**config.mk**
```make
export PLATFORM = sky130hd
export DESIGN_NAME = utf8_to_codepoint_decoder
export DESIGN_NICKNAME = d
export VERILOG_FILES = /design/src/hw/rtl/u8d_pkg.sv /design/src/hw/rtl/u8d_core.sv /design/src/hw/rtl/u8d_out_buf.sv /design/src/hw/rtl/utf8_to_codepoint_decoder.sv
export SDC_FILE = /design/constraint.sdc
export NUM_CORES = 1
export LEC_CHECK = 0
export ABC_AREA = 1
export BUFFER_PORTS_ARGS = -buffer_cell sky130_fd_sc_hd__buf_2
export CAP_MARGIN = 20
export CORE_ASPECT_RATIO = 0.9
export CORE_MARGIN = 3
export CORE_UTILIZATION = 40
export CTS_CLUSTER_SIZE = 25
export DETAILED_ROUTE_END_ITERATION = 7
export SLEW_MARGIN = 20
export SYNTH_ARGS = -nofsm -noshare
export SYNTH_HDL_FRONTEND = slang
export SYNTH_SLANG_ARGS = --single-unit
```
**constraint.sdc**
```tcl
create_clock -name clk -period 2.9 [get_ports clk]
set_input_delay 0.29 -clock clk [delete_from_list [all_inputs] [get_ports clk]]
set_output_delay 0.29 -clock clk [all_outputs]
set_load 0.005 [all_outputs]
```
**src/hw/rtl/u8d_pkg.sv**
```systemverilog
// ----------------------------------------------------------------------------
// u8d_pkg: shared types and constants for the UTF-8 decoder
// Item structs, the per-byte result batch, and byte classification helpers.
// ----------------------------------------------------------------------------
`default_nettype none

package u8d_pkg;

	localparam int BYTE_W  = 8;
	localparam int CP_W    = 21;
	localparam int MAX_RES = 3;
	localparam int CNT_W   = $clog2(MAX_RES + 1);
	localparam int IDX_W   = $clog2(MAX_RES);

	localparam logic [BYTE_W-1:0] ASCII_LIM  = 8'h80;
	localparam logic [BYTE_W-1:0] LEAD1_MASK = 8'he0;
	localparam logic [BYTE_W-1:0] LEAD1_CODE = 8'hc0;
	localparam logic [BYTE_W-1:0] LEAD2_MASK = 8'hf0;
	localparam logic [BYTE_W-1:0] LEAD2_CODE = 8'he0;
	localparam logic [BYTE_W-1:0] LEAD3_MASK = 8'hf8;
	localparam logic [BYTE_W-1:0] LEAD3_CODE = 8'hf0;
	localparam logic [BYTE_W-1:0] LEAD1_BITS = 8'h1f;
	localparam logic [BYTE_W-1:0] LEAD2_BITS = 8'h0f;
	localparam logic [BYTE_W-1:0] LEAD3_BITS = 8'h07;
	localparam int                PAY_W      = 6;  // payload bits per trailing byte (0x3f)

	typedef struct packed {
		logic [BYTE_W-1:0] in_byte;
		logic              in_last;
	} in_item_t;

	typedef struct packed {
		logic [CP_W-1:0] code_point;
		logic            run_end;
	} out_item_t;

	// results caused by one byte, oldest in entry 0
	typedef struct packed {
		logic [CNT_W-1:0]              cnt;
		logic [MAX_RES-1:0][CP_W-1:0]  cp;
	} batch_t;

	typedef struct packed {
		logic       seq_open;
		logic [1:0] bytes_seen;
	} core_sts_t;

	typedef enum logic [2:0] {
		CLS_ASCII,
		CLS_LEAD1,
		CLS_LEAD2,
		CLS_LEAD3,
		CLS_STRAY
	} byte_cls_t;

	function automatic byte_cls_t classify(input logic [BYTE_W-1:0] b);
		byte_cls_t c;
		if (b < ASCII_LIM)                      c = CLS_ASCII;
		else if ((b & LEAD1_MASK) == LEAD1_CODE) c = CLS_LEAD1;
		else if ((b & LEAD2_MASK) == LEAD2_CODE) c = CLS_LEAD2;
		else if ((b & LEAD3_MASK) == LEAD3_CODE) c = CLS_LEAD3;
		else                                    c = CLS_STRAY;
		return c;
	endfunction

	// trailing bytes a lead asks for
	function automatic logic [1:0] cls_need(input byte_cls_t c);
		logic [1:0] n;
		case (c)
			CLS_LEAD1: n = 2'd1;
			CLS_LEAD2: n = 2'd2;
			CLS_LEAD3: n = 2'd3;
			default:   n = 2'd0;
		endcase
		return n;
	endfunction

	// value bits carried by a lead byte
	function automatic logic [CP_W-1:0] lead_bits(input logic [BYTE_W-1:0] b);
		logic [BYTE_W-1:0] v;
		case (classify(b))
			CLS_LEAD1: v = b & LEAD1_BITS;
			CLS_LEAD2: v = b & LEAD2_BITS;
			CLS_LEAD3: v = b & LEAD3_BITS;
			default:   v = '0;
		endcase
		return CP_W'(v);
	endfunction

endpackage

`default_nettype wire

```
**src/hw/rtl/u8d_core.sv**
```systemverilog
// ----------------------------------------------------------------------------
// u8d_core: sequence state and per-byte decode
// Builds the result batch for the byte in the input stage and updates the
// open-sequence state when that byte moves on.
// ----------------------------------------------------------------------------
`default_nettype none

module u8d_core (
	input  wire logic               clk,
	input  wire logic               arst_n,
	input  wire u8d_pkg::in_item_t  item,
	input  wire logic               fire,
	output u8d_pkg::batch_t         batch,
	output u8d_pkg::core_sts_t      sts
);
	import u8d_pkg::*;

	logic [1:0]        et_q, et_d;     // trailing bytes the open sequence needs
	logic [1:0]        bs_q, bs_d;     // trailing bytes taken so far
	logic [CP_W-1:0]   pv_q, pv_d;     // value assembled so far
	logic [BYTE_W-1:0] held_q, held_d; // first trailing byte, for a rescan

	always_comb begin
		byte_cls_t         cls_b;
		byte_cls_t         cls_h;
		logic [CP_W-1:0]   pv_sh;
		logic [CNT_W-1:0]  n;
		logic              tail;
		logic [BYTE_W-1:0] b;

		b     = item.in_byte;
		cls_b = classify(b);
		cls_h = classify(held_q);
		pv_sh = {pv_q[CP_W-PAY_W-1:0], b[PAY_W-1:0]};
		n     = '0;
		tail  = 1'b1;
		et_d  = et_q;
		bs_d  = bs_q;
		pv_d  = pv_q;
		held_d = held_q;
		batch.cp = '0;

		if (et_q == 2'd0) begin
			case (cls_b)
				CLS_ASCII: begin
					batch.cp[IDX_W'(n)] = CP_W'(b);
					n = n + 1'b1;
				end
				CLS_LEAD1, CLS_LEAD2, CLS_LEAD3: begin
					if (item.in_last) begin
						batch.cp[IDX_W'(n)] = '0;
						n = n + 1'b1;
					end else begin
						et_d = cls_need(cls_b);
						bs_d = 2'd0;
						pv_d = lead_bits(b);
					end
				end
				default: begin
				end
			endcase
		end else begin
			pv_d = pv_sh;
			if (bs_q == et_q - 2'd1) begin
				batch.cp[IDX_W'(n)] = pv_sh;
				n = n + 1'b1;
				et_d = 2'd0;
				bs_d = 2'd0;
			end else if (item.in_last) begin
				// cut off: zero for the lead, then decode the held bytes afresh
				batch.cp[IDX_W'(n)] = '0;
				n = n + 1'b1;
				et_d = 2'd0;
				bs_d = 2'd0;
				if (bs_q != 2'd0) begin
					case (cls_h)
						CLS_ASCII: begin
							batch.cp[IDX_W'(n)] = CP_W'(held_q);
							n = n + 1'b1;
						end
						CLS_LEAD1: begin
							// two-byte form completes with the final byte
							batch.cp[IDX_W'(n)] =
								CP_W'({held_q[4:0], b[PAY_W-1:0]});
							n = n + 1'b1;
							tail = 1'b0;
						end
						CLS_LEAD2, CLS_LEAD3: begin
							batch.cp[IDX_W'(n)] = '0;
							n = n + 1'b1;
						end
						default: begin
						end
					endcase
				end
				if (tail) begin
					case (cls_b)
						CLS_ASCII: begin
							batch.cp[IDX_W'(n)] = CP_W'(b);
							n = n + 1'b1;
						end
						CLS_LEAD1, CLS_LEAD2, CLS_LEAD3: begin
							batch.cp[IDX_W'(n)] = '0;
							n = n + 1'b1;
						end
						default: begin
						end
					endcase
				end
			end else begin
				if (bs_q == 2'd0) begin
					held_d = b;
				end
				bs_d = bs_q + 2'd1;
			end
		end
		batch.cnt = n;
	end

	always_ff @(posedge clk or negedge arst_n) begin
		if (!arst_n) begin
			et_q <= 2'd0;
			bs_q <= 2'd0;
			pv_q <= '0;
		end else if (fire) begin
			et_q <= et_d;
			bs_q <= bs_d;
			pv_q <= pv_d;
		end
	end

	always_ff @(posedge clk) begin
		if (fire) begin
			held_q <= held_d;
		end
	end

	assign sts.seq_open   = (et_q != 2'd0);
	assign sts.bytes_seen = bs_q;

endmodule

`default_nettype wire

```
**src/hw/rtl/u8d_out_buf.sv**
```systemverilog
// ----------------------------------------------------------------------------
// u8d_out_buf: result register
// Holds one byte's batch of results and hands them out one per cycle while out_ready is high.
// ----------------------------------------------------------------------------
`default_nettype none

module u8d_out_buf (
	input  wire logic               clk,
	input  wire logic               arst_n,
	input  wire logic               load,
	input  wire u8d_pkg::batch_t    batch,
	output logic                    free,
	output logic                    out_valid,
	input  wire logic               out_ready,
	output u8d_pkg::out_item_t      out_item
);
	import u8d_pkg::*;

	batch_t            batch_q;
	logic              bvalid_q;
	logic [IDX_W-1:0]  rd_idx_q;
	logic              last_rd;

	assign last_rd = (CNT_W'(rd_idx_q) == batch_q.cnt - CNT_W'(1));
	assign free    = !bvalid_q || (out_ready && last_rd);

	assign out_valid           = bvalid_q;
	assign out_item.code_point = batch_q.cp[rd_idx_q];
	assign out_item.run_end    = last_rd;

	always_ff @(posedge clk or negedge arst_n) begin
		if (!arst_n) begin
			bvalid_q <= 1'b0;
			rd_idx_q <= '0;
		end else if (load) begin
			bvalid_q <= 1'b1;
			rd_idx_q <= '0;
		end else if (bvalid_q && out_ready) begin
			if (last_rd) begin
				bvalid_q <= 1'b0;
			end else begin
				rd_idx_q <= rd_idx_q + 1'b1;
			end
		end
	end

	always_ff @(posedge clk) begin
		if (load) begin
			batch_q <= batch;
		end
	end

endmodule

`default_nettype wire

```
**src/hw/rtl/utf8_to_codepoint_decoder.sv**
```systemverilog
// ----------------------------------------------------------------------------
// utf8_to_codepoint_decoder: UTF-8 byte stream to code points
// One byte per request in, one code point per request out.
// ----------------------------------------------------------------------------
//
//   channel | signals                        | carries
//   --------+--------------------------------+----------------------------------
//   in      | in_valid, in_ready, in_item    | in_byte, in_last
//   out     | out_valid, out_ready, out_item | code_point, run_end
//
// A byte is taken every cycle while each byte yields at most one code point
// and the output is not stalled; a byte that yields k code points (k up to 3
// at a cut-off end of stream) keeps the result register busy until all k have
// gone out, one code point per cycle while out_ready holds. A code point passes
// through the input stage, then the result register. Reset clears the stage valids and the sequence state.
// A stalled output holds the result register; the input stage keeps one
// byte and in_ready drops only when both are full.
// ----------------------------------------------------------------------------
`default_nettype none

module utf8_to_codepoint_decoder (
	input  wire logic               clk,
	input  wire logic               arst_n,
	input  wire logic               in_valid,
	output logic                    in_ready,
	input  wire u8d_pkg::in_item_t  in_item,
	output logic                    out_valid,
	input  wire logic               out_ready,
	output u8d_pkg::out_item_t      out_item
);
	import u8d_pkg::*;

	// input stage
	logic       valid_s1;
	in_item_t   item_s1;

	batch_t     batch;      // results of the byte in the input stage
	core_sts_t  sts;
	logic       buf_free;   // result register can take a batch this cycle
	logic       adv;        // input stage byte moves on this cycle

	// a byte with no result needs no room in the result register
	assign adv      = valid_s1 && ((batch.cnt == '0) || buf_free);
	assign in_ready = !valid_s1 || adv;

	always_ff @(posedge clk or negedge arst_n) begin
		if (!arst_n) begin
			valid_s1 <= 1'b0;
		end else if (in_valid && in_ready) begin
			valid_s1 <= 1'b1;
		end else if (adv) begin
			valid_s1 <= 1'b0;
		end
	end

	always_ff @(posedge clk) begin
		if (in_valid && in_ready) begin
			item_s1 <= in_item;
		end
	end

	u8d_core u_core (
		.clk    (clk),
		.arst_n (arst_n),
		.item   (item_s1),
		.fire   (adv),
		.batch  (batch),
		.sts    (sts)
	);

	u8d_out_buf u_out_buf (
		.clk       (clk),
		.arst_n    (arst_n),
		.load      (adv && (batch.cnt != '0)),
		.batch     (batch),
		.free      (buf_free),
		.out_valid (out_valid),
		.out_ready (out_ready),
		.out_item  (out_item)
	);

`ifndef SYNTHESIS
	// a blocked input stage keeps its byte
	a_s1_hold: assert property (@(posedge clk) disable iff (!arst_n)
		valid_s1 && !adv |=> valid_s1 && $stable(item_s1))
		else $error("input stage lost or changed a blocked byte");

	// the end of a stream always closes the sequence
	a_last_closes: assert property (@(posedge clk) disable iff (!arst_n)
		adv && item_s1.in_last |=> !sts.seq_open)
		else $error("sequence still open after final byte");

	// no trailing bytes counted without an open sequence
	a_closed_clear: assert property (@(posedge clk) disable iff (!arst_n)
		!sts.seq_open |-> sts.bytes_seen == 2'd0)
		else $error("byte count set with no open sequence");

	// a batch never lands on results still waiting
	a_no_overwrite: assert property (@(posedge clk) disable iff (!arst_n)
		adv && (batch.cnt != '0) |-> buf_free)
		else $error("result register overwritten");
`endif

endmodule

`default_nettype wire
```
* Word-level counts from Yosys, hierarchy flattened
Index checks and enable logic that the tools add are counted.
** Operators by class
- Mux-type cells :: 67
- Reduce and logical (&&, ||, !) cells :: 32
- $lt $le $gt $ge :: 5
- Equal/unequal tests :: 20
- Add/subtract/negate cells :: 5
- Bitwise operators :: 6
** Operator list (number)
- $mux 21 :: 9
- $pmux 63 s2 :: 1
- $and 42x63->63 :: 1
- $bwmux 63 :: 1
- $not 63->63 :: 1
- $mux 2 :: 23
- $mux 15 :: 3
- $bmux 21 s2 :: 1
- $demux 21 s2 :: 1
- $mux 42 :: 1
- $mux 3 :: 11
- $pmux 11 s2 :: 1
- $eq 3x2->1 const B :: 6
- $lt 8x8->1 const B :: 2
- $pmux 5 s3 :: 1
- $reduce_or 4->1 :: 3
- $mux 1 :: 11
- $eq 5x5->1 const B :: 2
- $reduce_bool 2->1 :: 5
- $eq 3x1->1 const B :: 3
- $eq 4x4->1 const B :: 2
- $mux 8 :: 1
- $add 2x1->2 const B :: 3
- $eq 3x3->1 const B :: 2
- other kinds (20) :: 40
** Word-level totals
- Logic and storage cells :: 148
- Input port bits :: 13
- Output and inout bits :: 24
- Bits in registers :: 105

* Longest topological paths before layout
Gate-level depths: netlist of run 1.
- Depth in word-level cells :: 24
- Gate-level depth with buffers :: 17
- Gate-level depth less buffers :: 17

* Cells and area by module
Synthesis of run 1 repeated with hierarchy kept, for this count alone.
** Second synthesis, totals
- Cell total of the unflattened synthesis :: 479
- Area total of the unflattened synthesis :: 4888.4 µm²
** Modules (own cells, without submodules)
- u8d_out_buf :: seq. area each 2026.9 µm², cells an instance 194, times used 1, area an instance 2655.0 µm²
- u8d_core :: seq. area each 715.7 µm², cells an instance 264, times used 1, area an instance 1880.6 µm²
- utf8_to_codepoint_decoder :: seq. area each 295.3 µm², cells an instance 21, times used 1, area an instance 352.8 µm²

* Worst setup path after synthesis of run 1
Ideal clock, no wire load.
- Path type :: reg2reg
- From :: register u_core.et_q[0]
- To :: register u_out_buf.batch_q[0] (netlist bit) (enable)
- Path slack :: 0.011 ns
- Data arrival time :: 2.493 ns
- Stages on the path, launching flop included :: 12
- Period minus slack after synthesis :: 2.889 ns
- Buffers on the path :: 0
- Path through :: dfrtp_1 inv_1 ha_1 xnor2_1 nor2_4 nor2_4 nand2_1 nand2_2 nand2_4 a21oi_4 nand2_1 inv_1
** Between the ends
- Cells in the longest elaborated chain, start to end :: 8
** Ends and longest elaborated chain
- start: declaration :: line u8d_core.sv:18 : logic [1:0] et_q, et_d;
- start signal: assignment :: line u8d_core.sv:126 : et_q <= et_d;
- $sub 2x1->2 :: line u8d_core.sv:64 : if (bs_q == et_q - 2'd1) begin
- $eq 2x2->1 :: line u8d_core.sv:64
- $mux 2 :: line u8d_core.sv:64
- $mux 2 (*) :: line u8d_core.sv:43 : if (et_q == 2'd0) begin
- $logic_not 2->1 :: line utf8_to_codepoint_decoder.sv:43 : assign adv = valid_s1 && ((batch.cnt == '0) || buf_free);
- $logic_or 1x1->1 :: line utf8_to_codepoint_decoder.sv:43
- $logic_and 1x1->1 :: line utf8_to_codepoint_decoder.sv:43
- $logic_and 1x1->1 (*) :: line utf8_to_codepoint_decoder.sv:74 : .load (adv && (batch.cnt != '0)),
- net u_out_buf.load :: line u8d_out_buf.sv:10 : input wire logic load,
- end signal: assignment :: line u8d_out_buf.sv:49 : batch_q <= batch;
- end: declaration :: line u8d_out_buf.sv:19 : batch_t batch_q;
Mark *: on every way through the listed nets, which the timed path passes. The rest lies on a longest branch.
A chain may end at the register's enable or synchronous reset.

* Worst setup path in the final report of run 1
- From :: register u_core.et_q[0]
- To :: output in_ready
** Between the ends
- Cells in the longest elaborated chain, start to end :: 8
** Ends and longest elaborated chain
- $sub 2x1->2 :: line u8d_core.sv:64
- $eq 2x2->1 :: line u8d_core.sv:64
- $mux 2 :: line u8d_core.sv:64
- $mux 2 (*) :: line u8d_core.sv:43
- $logic_not 2->1 (*) :: line utf8_to_codepoint_decoder.sv:43
- $logic_or 1x1->1 (*) :: line utf8_to_codepoint_decoder.sv:43
- $logic_and 1x1->1 (*) :: line utf8_to_codepoint_decoder.sv:43
- $logic_or 1x1->1 (*) :: line utf8_to_codepoint_decoder.sv:44 : assign in_ready = !valid_s1 || adv;
- end: declaration :: line utf8_to_codepoint_decoder.sv:25 : output logic in_ready,
Mark *: on every way between the ends. The rest lies on a longest branch, timed or not.

==> impl_metrics.json, run 1 <==
{
  "p_per_area_nw_per_um2": 1020,
  "synth_xor_area_share_pct": 0.673,
  "start_kind": "register",
  "area_growth_pct": 14.0,
  "setup_violations": 0,
  "grt-ovfl-total": 0,
  "synth_compound_area_share_pct": 6.89,
  "crit_path_max_fanout": 5,
  "power.leakage_nw": 1.92,
  "clk_latency_ps": 360,
  "synth_edf_count": 59,
  "async_flop_share_pct": 28.0,
  "dp_hpwl_um": 5730,
  "die_w_um": 110,
  "clk_path_buf_depth": 2,
  "whs_path_depth": 1,
  "path_clk_slew_ps": 80,
  "grtUsageTotal_pct": 15.1,
  "postRouteAntennaNets": 0,
  "cp-end-kind": "output pin",
  "root_buffer": "clkbuf_8",
  "fmax_mhz": 383,
  "stdcell_area_um2": 4450,
  "r2r-start": "u_core.bs_q[0]",
  "crit_type": "reg -> out",
  "worst_pin_slew_ps": 530,
  "die-area_um2": 11000,
  "hp-start": "in_item[5]",
  "hold-path-endpoint": "item_s1[5]",
  "firstDrtPassIters": 7,
  "drcViolationCount": 0,
  "syn-mean-instance-area_um2": 9.36,
  "yosysWarnings": 0,
  "chipHeight_um": 99.7,
  "skew_ps": 12.4,
  "synth_top_cell_area_share_pct": 45.4,
  "r2r_end": "u_out_buf.batch_q[48]",
  "dpl_cell_area_um2": 4220,
  "port_buffers": 36,
  "required_ps": 2610,
  "synth.most_common_cell": "nand2_1",
  "synth_simple_gate_area_share_pct": 24.4,
  "final.period_utilization_pct": 90.0,
  "drtIter0Drc": 216,
  "synth_seq_cells": 82,
  "dominantRegCellSynth": "edfxtp_1",
  "vias": 2842,
  "routed_wl_um": 7860,
  "drv_slew": 0,
  "syn-num-nets": 432,
  "synth_area_leaders": "edfxtp_1, dfrtp_1, nand2_1",
  "synth-seq-area-share_pct": 60.1,
  "syn_area_um2": 3900,
  "avgRoutedWirePerCell_um": 13.4,
  "cts_tree": "done",
  "drv_cap": 0,
  "vdd_drop_max_uv": 533,
  "synth_mux_area_share_pct": 0,
  "nets": 473,
  "antenna-diode-count": 0,
  "clock_sinks": 82,
  "h-tree-depth": 3,
  "dp_slack_ps": 504,
  "yosys.area.top_type": "edfxtp_1",
  "vias_per_cell": 4.86,
  "grt_pass1_wl_um": 12700,
  "crit_arrival_ps": 2320,
  "synth_fa_ha_area_share_pct": 0.641,
  "yosys.cell_types.count": 34,
  "final_hold_viol_count": 0,
  "start_util_pct": 42.0,
  "grt_antenna_before_repair": 0,
  "timing.setup.tns_ps": 0,
  "hold_class": "in -> reg",
  "cts_resized": 0,
  "worst_r2r_path_depth": 16,
  "num_rows": 33,
  "period_needed_ps": 2610,
  "rsz0062_at_grt": "false",
  "maxSlewHeadroom_pct": 64.6,
  "cts_inserted_buffers": 9,
  "io_pins": 37,
  "fillerInstances": 860,
  "coreArea_um2": 9290,
  "worst_slack_ps": 290,
  "place_congestion": 0.896,
  "grt_max_degree": 33,
  "postSynthCellCount": 417,
  "final_layout_size_suffix_gt1_share_pct": 18.6,
  "synth_top_family_by_area": "simple AND/OR/NAND/NOR gates",
  "grt_pass1_vias": 2535,
  "r2r_setup_slack_ps": 490,
  "outcome": "completed",
  "synth_common_cells": "nand2_1, nor2_1, edfxtp_1"
}
[placed cells by master, fill, tap and decap left out, drive strengths merged]
cell type,netlist,final
nand3,26,26
or2,1,1
a211oi,2,2
o21ai,28,28
nand2,110,110
bufinv,0,2
ha,2,2
nand4,3,3
a21oi,9,9
clkinv,0,4
nor2,66,66
dlygate4sd3,0,1
a221oi,3,3
a31oi,1,1
clkbuf,6,10
inv,55,55
xnor2,3,3
buf,7,42
nor3,11,11
edfxtp,59,59
o22ai,1,1
dfrtp,23,23
conb,1,1
[state kept, by name, summed over array words and instances, names as in the netlist]
signal	count
u_out_buf.batch_q	42
u_out_buf.rd_idx_q	2
u_core.bs_q	2
u_core.pv_q	15
u_out_buf.out_valid	1
item_s1	9
valid_s1	1
u_core.held_q	8
u_core.et_q	2
[logic make-up after synthesis]
logic type               Yosys count
adder cells (fa/ha/maj)            2
AND/OR/NAND/NOR                  217
flip-flops                        82
XOR/XNOR                           3
buffers and inverters             68
other                              1
AO/OA/AOI/OAI                     44
[worst max-delay path, cell delays in order, from the launching register on]
cell     delay [ps]
dfrtp_1         390
inv_1            60
ha_1            290
xnor2_1         240
nor2_4           90
nor3_2          250
nand2_1         180
nand2_4         130
nand3_1         160
buf_2           180
[area by class of cell]
cell class / instances / area, µm² / share of cell area, %
clock buffers: 10 / 128 / 2.87
clock inverters: 6 / 91.3 / 2.05
inverters: 55 / 206 / 4.64
multi-input cells: 267 / 1280 / 28.7
flip-flops and latches: 82 / 2350 / 52.7
well taps: 122 / 153 / 3.43
repair buffers: 43 / 248 / 5.57
[through the flow]
step	power [mW]	utilization, %	instances	hold slack [ps]
final	4.53	47.9	585	103
after detailed placement	3.66	45.4	568	304
after global placement	3.63	45.4	568	301
after global routing	4.85	47.9	585	86.8
after floorplan	3.12	-	417	-5.59
after CTS	4.56	47.9	585	92.3
[worst max path at each step]
stage / start / end / slack [ps] / cells past startpoint
after CTS: u_core.et_q[0] / in_ready / 310 / 9
after detailed placement: u_core.bs_q[0] / u_out_buf.batch_q[42] / 500 / 16
final: u_core.et_q[0] / in_ready / 290 / 9
after global routing: u_core.et_q[0] / in_ready / 200 / 9
after floorplan: u_core.et_q[0] / u_out_buf.batch_q[0] / 10 / 11
after global placement: u_core.bs_q[0] / u_out_buf.batch_q[42] / 560 / 16
[report_power, final]
part | switching, mW | leakage [nW] | internal, mW
clock | 0.416 | 0.110 | 0.488
combinational | 1.08 | 0.948 | 0.574
sequential | 0.222 | 0.861 | 1.74
[per-layer routing]
| metal | global-route usage [%] | wire length, µm |
|---|---|---|
| met5 | 0 | 0 |
| met4 | 5.11 | 88 |
| met3 | 3.11 | 452 |
| met2 | 21.0 | 3360 |
| met1 | 23.5 | 3960 |
[repair_timing]
| item | in CTS | in global routing |
|---|---|---|
| buffers inserted | 0 | 0 |
| hold buffers | 1 | 0 |
| hold endpoints to repair | 23 | 0 |
Note: power is estimated with default switching activity, not from simulation.
==> inputs of run 2 (changes only) <==
--- a/config.mk
+++ b/config.mk
@@ -8,9 +8,9 @@
 export ABC_AREA = 1
 export BUFFER_PORTS_ARGS = -buffer_cell sky130_fd_sc_hd__buf_2
 export CAP_MARGIN = 20
-export CORE_ASPECT_RATIO = 0.9
 export CORE_MARGIN = 3
 export CORE_UTILIZATION = 40
+export CTS_CLUSTER_DIAMETER = 60
 export CTS_CLUSTER_SIZE = 25
 export DETAILED_ROUTE_END_ITERATION = 7
 export SLEW_MARGIN = 20
==> run 2 against run 1 <==
Compared with the run above:
- register-to-register slack got worse by 90 ps
- power decreased by 2.3%
- sequential power about the same
- cell count grew 1.2%
- clock skew increased by 3.1 ps
- count of clock-buffer cells in the layout unchanged
==> impl_metrics.json, run 2 (synthesis gave the netlist of run 1 again) <==
{
  "period_needed_ps": 2630,
  "final_common_cell": "nand2_1",
  "timing.setup.tns_ps": 0,
  "drv_slew": 0,
  "fmax_mhz": 381,
  "drtIter0Drc": 156,
  "sw_frac_of_total_pct": 39.0,
  "fillerInstances": 915,
  "skew_ps": 15.5,
  "cts_inserted_buffers": 9,
  "grt_pass1_vias": 2702,
  "required_ps": 2610,
  "coreArea_um2": 9370,
  "grt_pass1_wl_um": 13400,
  "maxSlewHeadroom_pct": 65.0,
  "clk_latency_ps": 360,
  "vias_per_cell": 4.76,
  "vias": 2817,
  "setup_violations": 0,
  "path_clk_slew_ps": 80,
  "grt_antenna_before_repair": 0,
  "postCtsSetupBuffers": 0,
  "avgRoutedWirePerCell_um": 13.4,
  "worst_slack_ps": 274,
  "vdd_drop_max_uv": 374,
  "slowest_delay_ps": 400,
  "p_comb_share_pct": 37.2,
  "drcViolationCount": 0,
  "grtUsageTotal_pct": 15.5,
  "h-tree-depth": 3,
  "chipHeight_um": 105,
  "io_pins": 37,
  "crit_type": "reg -> out",
  "root_buffer": "clkbuf_8",
  "final_cells": 592,
  "routed_wl_um": 7910,
  "p_seq_share_pct": 44.5,
  "worst_pin_slew_ps": 525,
  "die-area_um2": 11000,
  "final.period_utilization_pct": 90.5,
  "power.leakage_nw": 1.90,
  "die_w_um": 105,
  "area_growth_pct": 13.2,
  "grt-ovfl-total": 0,
  "num_rows": 35,
  "crit_family": "simple AND/OR/NAND/NOR gates",
  "placed_cells": 575,
  "nets": 473,
  "p_int_mw": 2.70,
  "p_per_area_nw_per_um2": 1000,
  "whs_path_depth": 1,
  "final_hold_viol_count": 0,
  "worst_r2r_path_depth": 16,
  "clock_sinks": 82,
  "cts_resized": 0,
  "rsz0062_at_grt": "false",
  "antenna-diode-count": 0,
  "outcome": "completed",
  "top_regs": "u_out_buf.batch_q (42), u_core.pv_q (15), item_s1 (9)",
  "grt_max_degree": 28,
  "start_kind": "register",
  "crit_arrival_ps": 2340,
  "cts_tree": "done",
  "crit_path_max_fanout": 5,
  "largest_register_ffs": 42,
  "dp_slack_ps": 398,
  "crit_path_cell_trace": "inv_1 -> ha_1 -> xnor2_1 -> nor2_4 -> nor3_2 -> nand2_1 -> nand2_4 -> nand3_1 -> buf_2",
  "hold_class": "in -> reg",
  "cp_slowest_cell": "dfrtp_1",
  "place_congestion": 0.902,
  "pwr-share-clk_pct": 18.3,
  "drv_cap": 0,
  "port_buffers": 36,
  "cp-end-kind": "output pin",
  "worst-path-stages": 9,
  "firstDrtPassIters": 4,
  "regMostFlops": "u_out_buf.batch_q",
  "dp_hpwl_um": 5880,
  "layout_common_cells": "nand2_1, nor2_1, edfxtp_1, inv_1, buf_2",
  "switchingPower_mw": 1.72,
  "final_layout_size_suffix_gt1_share_pct": 18.6,
  "critPathBufInv": 2,
  "postRouteAntennaNets": 0,
  "clk_path_buf_depth": 2,
  "start_util_pct": 41.7
}
-- run 2: cell count changes in the layout (fill, tap and decap cells not counted), sizes merged --
cell / before / now
bufinv: 2 / 1
clkinvlp: 0 / 1
clkinv: 4 / 2
inv: 55 / 57
-- run 2: area by class of cell --
class,count,area [µm²],area share (%)
clock buffers,10,128,2.89
clock inverters,6,66.3,1.50
inverters,55,206,4.67
multi-input cells,267,1280,28.9
flip-flops and latches,82,2350,53.1
well taps,129,161,3.65
repair buffers,43,235,5.32
-- run 2: through the flow --
step | hold slack, ps | power (mW) | instance area [µm²] | util [%]
3_3_place_gp | 296 | 3.62 | 4220 | 45.0
6_report | 114 | 4.42 | 4420 | 47.2
5_1_grt | 100 | 4.78 | 4420 | 47.2
4_1_cts | 100 | 4.47 | 4420 | 47.2
2_1_floorplan | -5.59 | 3.12 | 3910 | -
3_5_place_dp | 305 | 3.66 | 4220 | 45.0
-- run 2: what timing repair did --
item	in CTS	in global routing
hold endpoints to repair	23	0
hold buffers	1	0
setup endpoints to repair	0	0
-- run 2: routing by layer --
layer / vias to the layer above / share of wire (%) / track usage, %
li1: 1435 / - / -
met1: 1302 / 49 / 22.1
met2: 68 / 45 / 23.0
met3: 12 / 4.9 / 3.27
met4: 0 / 1.7 / 6.75
met5: - / 0 / 0
-- run 2: power groups by stage --
stage / registers (mW) / logic [mW] / clock network, mW
2_1_floorplan: 1.92 / 1.20 / 0
3_3_place_gp: 1.99 / 1.63 / 0
3_5_place_dp: 2.00 / 1.66 / 0
4_1_cts: 1.97 / 1.67 / 0.835
5_1_grt: 2.02 / 1.88 / 0.883
6_report: 1.97 / 1.64 / 0.811
-- run 2: worst paths after layout --
kind / to / start / slack [ps]
max: in_ready / u_core.et_q[0] / 270
min: item_s1[0] / in_item[0] / 110
max reg2reg: u_out_buf.batch_q[29] / u_core.bs_q[0] / 400
min reg2reg: u_core.et_q[1] / u_core.et_q[1] / 490
max in group asynchronous: u_core.pv_q[3] / arst_n / 2100
min in group asynchronous: u_core.pv_q[13] / arst_n / 440
-- run 2: worst register-to-register path: stages (launching register included) --
cell and delay [ps]:
dfrtp_1 420, inv_1 60, ha_1 240, nor2_1 150, nand2_1 70, nand2_1 110
inv_1 80, nand2_1 80, nand2_1 50, nand2_1 50, nand2_1 60, nand2_2 90
nand2_4 70, a21oi_4 130, nand2_1 110, inv_1 90, buf_4 320
==> inputs of run 3 (changes only) <==
==> constraint.sdc (replaced) <==
create_clock -name clk -period 2.8 [get_ports clk]
set_input_delay 0.28 -clock clk [delete_from_list [all_inputs] [get_ports clk]]
set_output_delay 0.28 -clock clk [all_outputs]
set_load 0.005 [all_outputs]
==> run 3 against run 2 <==
Compared with the run above:
- utilization stayed put
- cell count is 0.34% higher
- first-iteration DRC count is 54% higher
- sequential power is 2% higher
- design area stayed put
- combinational power is 7% higher
- critical path type is now reg -> reg
==> impl_metrics.json, run 3 (synthesis gave the netlist of run 1 again) <==
{
  "worst_slack_ps": 208,
  "period_needed_ps": 2590,
  "coreArea_um2": 9370,
  "grt-ovfl-total": 0,
  "final_cells": 594,
  "skew_ps": 12.1,
  "required_ps": 2810,
  "clk_latency_ps": 350,
  "postRouteAntennaNets": 0,
  "pwr-share-clk_pct": 16.8,
  "num_rows": 35,
  "worst_pin_slew_ps": 528,
  "sw_frac_of_total_pct": 39.6,
  "switchingPower_mw": 1.79,
  "root_buffer": "clkbuf_8",
  "final_hold_viol_count": 0,
  "setup_violations": 0,
  "crit_path_cell_trace": "inv_1 -> ha_1 -> nor2_1 -> nand2_1 -> nand2_1 -> inv_1 -> nand2_1 -> nand2_1 -> nand2_1 -> nand2_1 -> nand2_2 -> nand2_4 -> a21oi_4 -> nand2_1 -> clkinvlp_4 -> buf_4",
  "chipHeight_um": 105,
  "crit_family": "simple AND/OR/NAND/NOR gates",
  "largest_register_ffs": 42,
  "crit_arrival_ps": 2600,
  "regMostFlops": "u_out_buf.batch_q",
  "dpl_cell_area_um2": 4240,
  "cp-end-kind": "register",
  "p_comb_share_pct": 38.6,
  "cts_resized": 0,
  "timing.setup.tns_ps": 0,
  "dp_hpwl_um": 5650,
  "grt_pass1_vias": 2628,
  "final_common_cell": "nand2_1",
  "stdcell_area_um2": 4420,
  "hold_slack_ps": 98.6,
  "final_layout_size_suffix_gt1_share_pct": 19.1,
  "drtIter0Drc": 240,
  "dp_slack_ps": 206,
  "postCtsSetupBuffers": 0,
  "grtUsageTotal_pct": 15.1,
  "grt_antenna_before_repair": 0,
  "path_clk_slew_ps": 90,
  "whs_path_depth": 1,
  "die_w_um": 105,
  "drv_cap": 0,
  "vias": 2758,
  "h-tree-depth": 3,
  "port_buffers": 36,
  "start_kind": "register",
  "clk_path_buf_depth": 2,
  "critPathBufInv": 4,
  "fillerInstances": 914,
  "routed_wl_um": 7700,
  "p_int_mw": 2.73,
  "drv_slew": 0,
  "maxSlewHeadroom_pct": 64.8,
  "p_per_area_nw_per_um2": 1020,
  "crit_type": "reg -> reg",
  "placed_cells": 577,
  "die-area_um2": 11000,
  "firstDrtPassIters": 4,
  "total_power_mw": 4.52,
  "cts_tree": "done",
  "rsz0062_at_grt": "false",
  "layout_common_cells": "nand2_1, nor2_1, edfxtp_1, inv_1, buf_2",
  "place_congestion": 0.857,
  "final.period_utilization_pct": 92.6,
  "worst_r2r_path_depth": 16,
  "avgRoutedWirePerCell_um": 13.0,
  "cp_slowest_cell": "dfrtp_1",
  "p_seq_share_pct": 44.6,
  "top_regs": "u_out_buf.batch_q (42), u_core.pv_q (15), item_s1 (9)",
  "fmax_mhz": 386,
  "vdd_drop_max_uv": 409,
  "crit_path_max_fanout": 32,
  "area_growth_pct": 13.2,
  "vias_per_cell": 4.64,
  "grt_max_degree": 33,
  "hold_class": "in -> reg",
  "io_pins": 37,
  "drcViolationCount": 0,
  "start_util_pct": 41.7,
  "power.leakage_nw": 1.90,
  "nets": 475,
  "grt_pass1_wl_um": 13000,
  "worst-path-stages": 16,
  "slowest_delay_ps": 420,
  "cts_inserted_buffers": 9,
  "antenna-diode-count": 0,
  "utilization_pct": 47.2,
  "outcome": "completed",
  "clock_sinks": 82,
  "cp_common_cell": "nand2_1"
}
## run 3: cell types whose count changed in the layout (fill, tap and decap cells not counted)
cell	delta
buf_4	+2
inv_6	+2
bufinv_16	-1
clkbuf_1	-1
clkinv_1	+1
clkinvlp_4	+1
inv_1	-1
inv_4	-1
## run 3: area by class of cell
| cell class | instances | area, µm² | area share (%) |
|---|---|---|---|
| clock inverter | 7 | 51.3 | 1.16 |
| timing repair buffer | 45 | 250 | 5.66 |
| sequential | 82 | 2350 | 53.1 |
| clock buffer | 9 | 124 | 2.80 |
| tap | 129 | 161 | 3.65 |
| inverter | 55 | 210 | 4.75 |
| multi-input combinational | 267 | 1280 | 28.9 |
## run 3: final timing paths
path | start | endpoint | slack, ps
setup / recovery | u_core.bs_q[0] | u_out_buf.batch_q[45] | 210
hold / removal | in_item[5] | item_s1[5] | 100
setup reg to reg | u_core.bs_q[0] | u_out_buf.batch_q[45] | 210
hold reg to reg | u_core.pv_q[10] | u_core.pv_q[10] | 490
max in group asynchronous | arst_n | u_core.et_q[1] | 2000
min in group asynchronous | arst_n | u_core.pv_q[13] | 430
## run 3: repair_timing
item | in CTS | in global routing
hold buffers | 1 | 0
hold endpoints to repair | 23 | 0
endpoints found under the setup margin | 0 | 0
## run 3: metal layers
metal | up-vias | GRT usage [%] | wire, µm
met5 | - | 0 | 0
met4 | 0 | 3.94 | 61
met3 | 5 | 4.26 | 350
met2 | 57 | 22.6 | 3490
met1 | 1257 | 21.5 | 3800
li1 | 1439 | - | -
## run 3: power groups by stage
stage / registers (mW) / logic, mW / clock network (mW)
global placement: 2.04 / 1.75 / 0
finish: 2.01 / 1.75 / 0.759
floorplan: 1.99 / 1.25 / 0
detailed placement: 2.04 / 1.77 / 0
CTS: 2.02 / 1.77 / 0.782
global route: 2.06 / 1.99 / 0.849
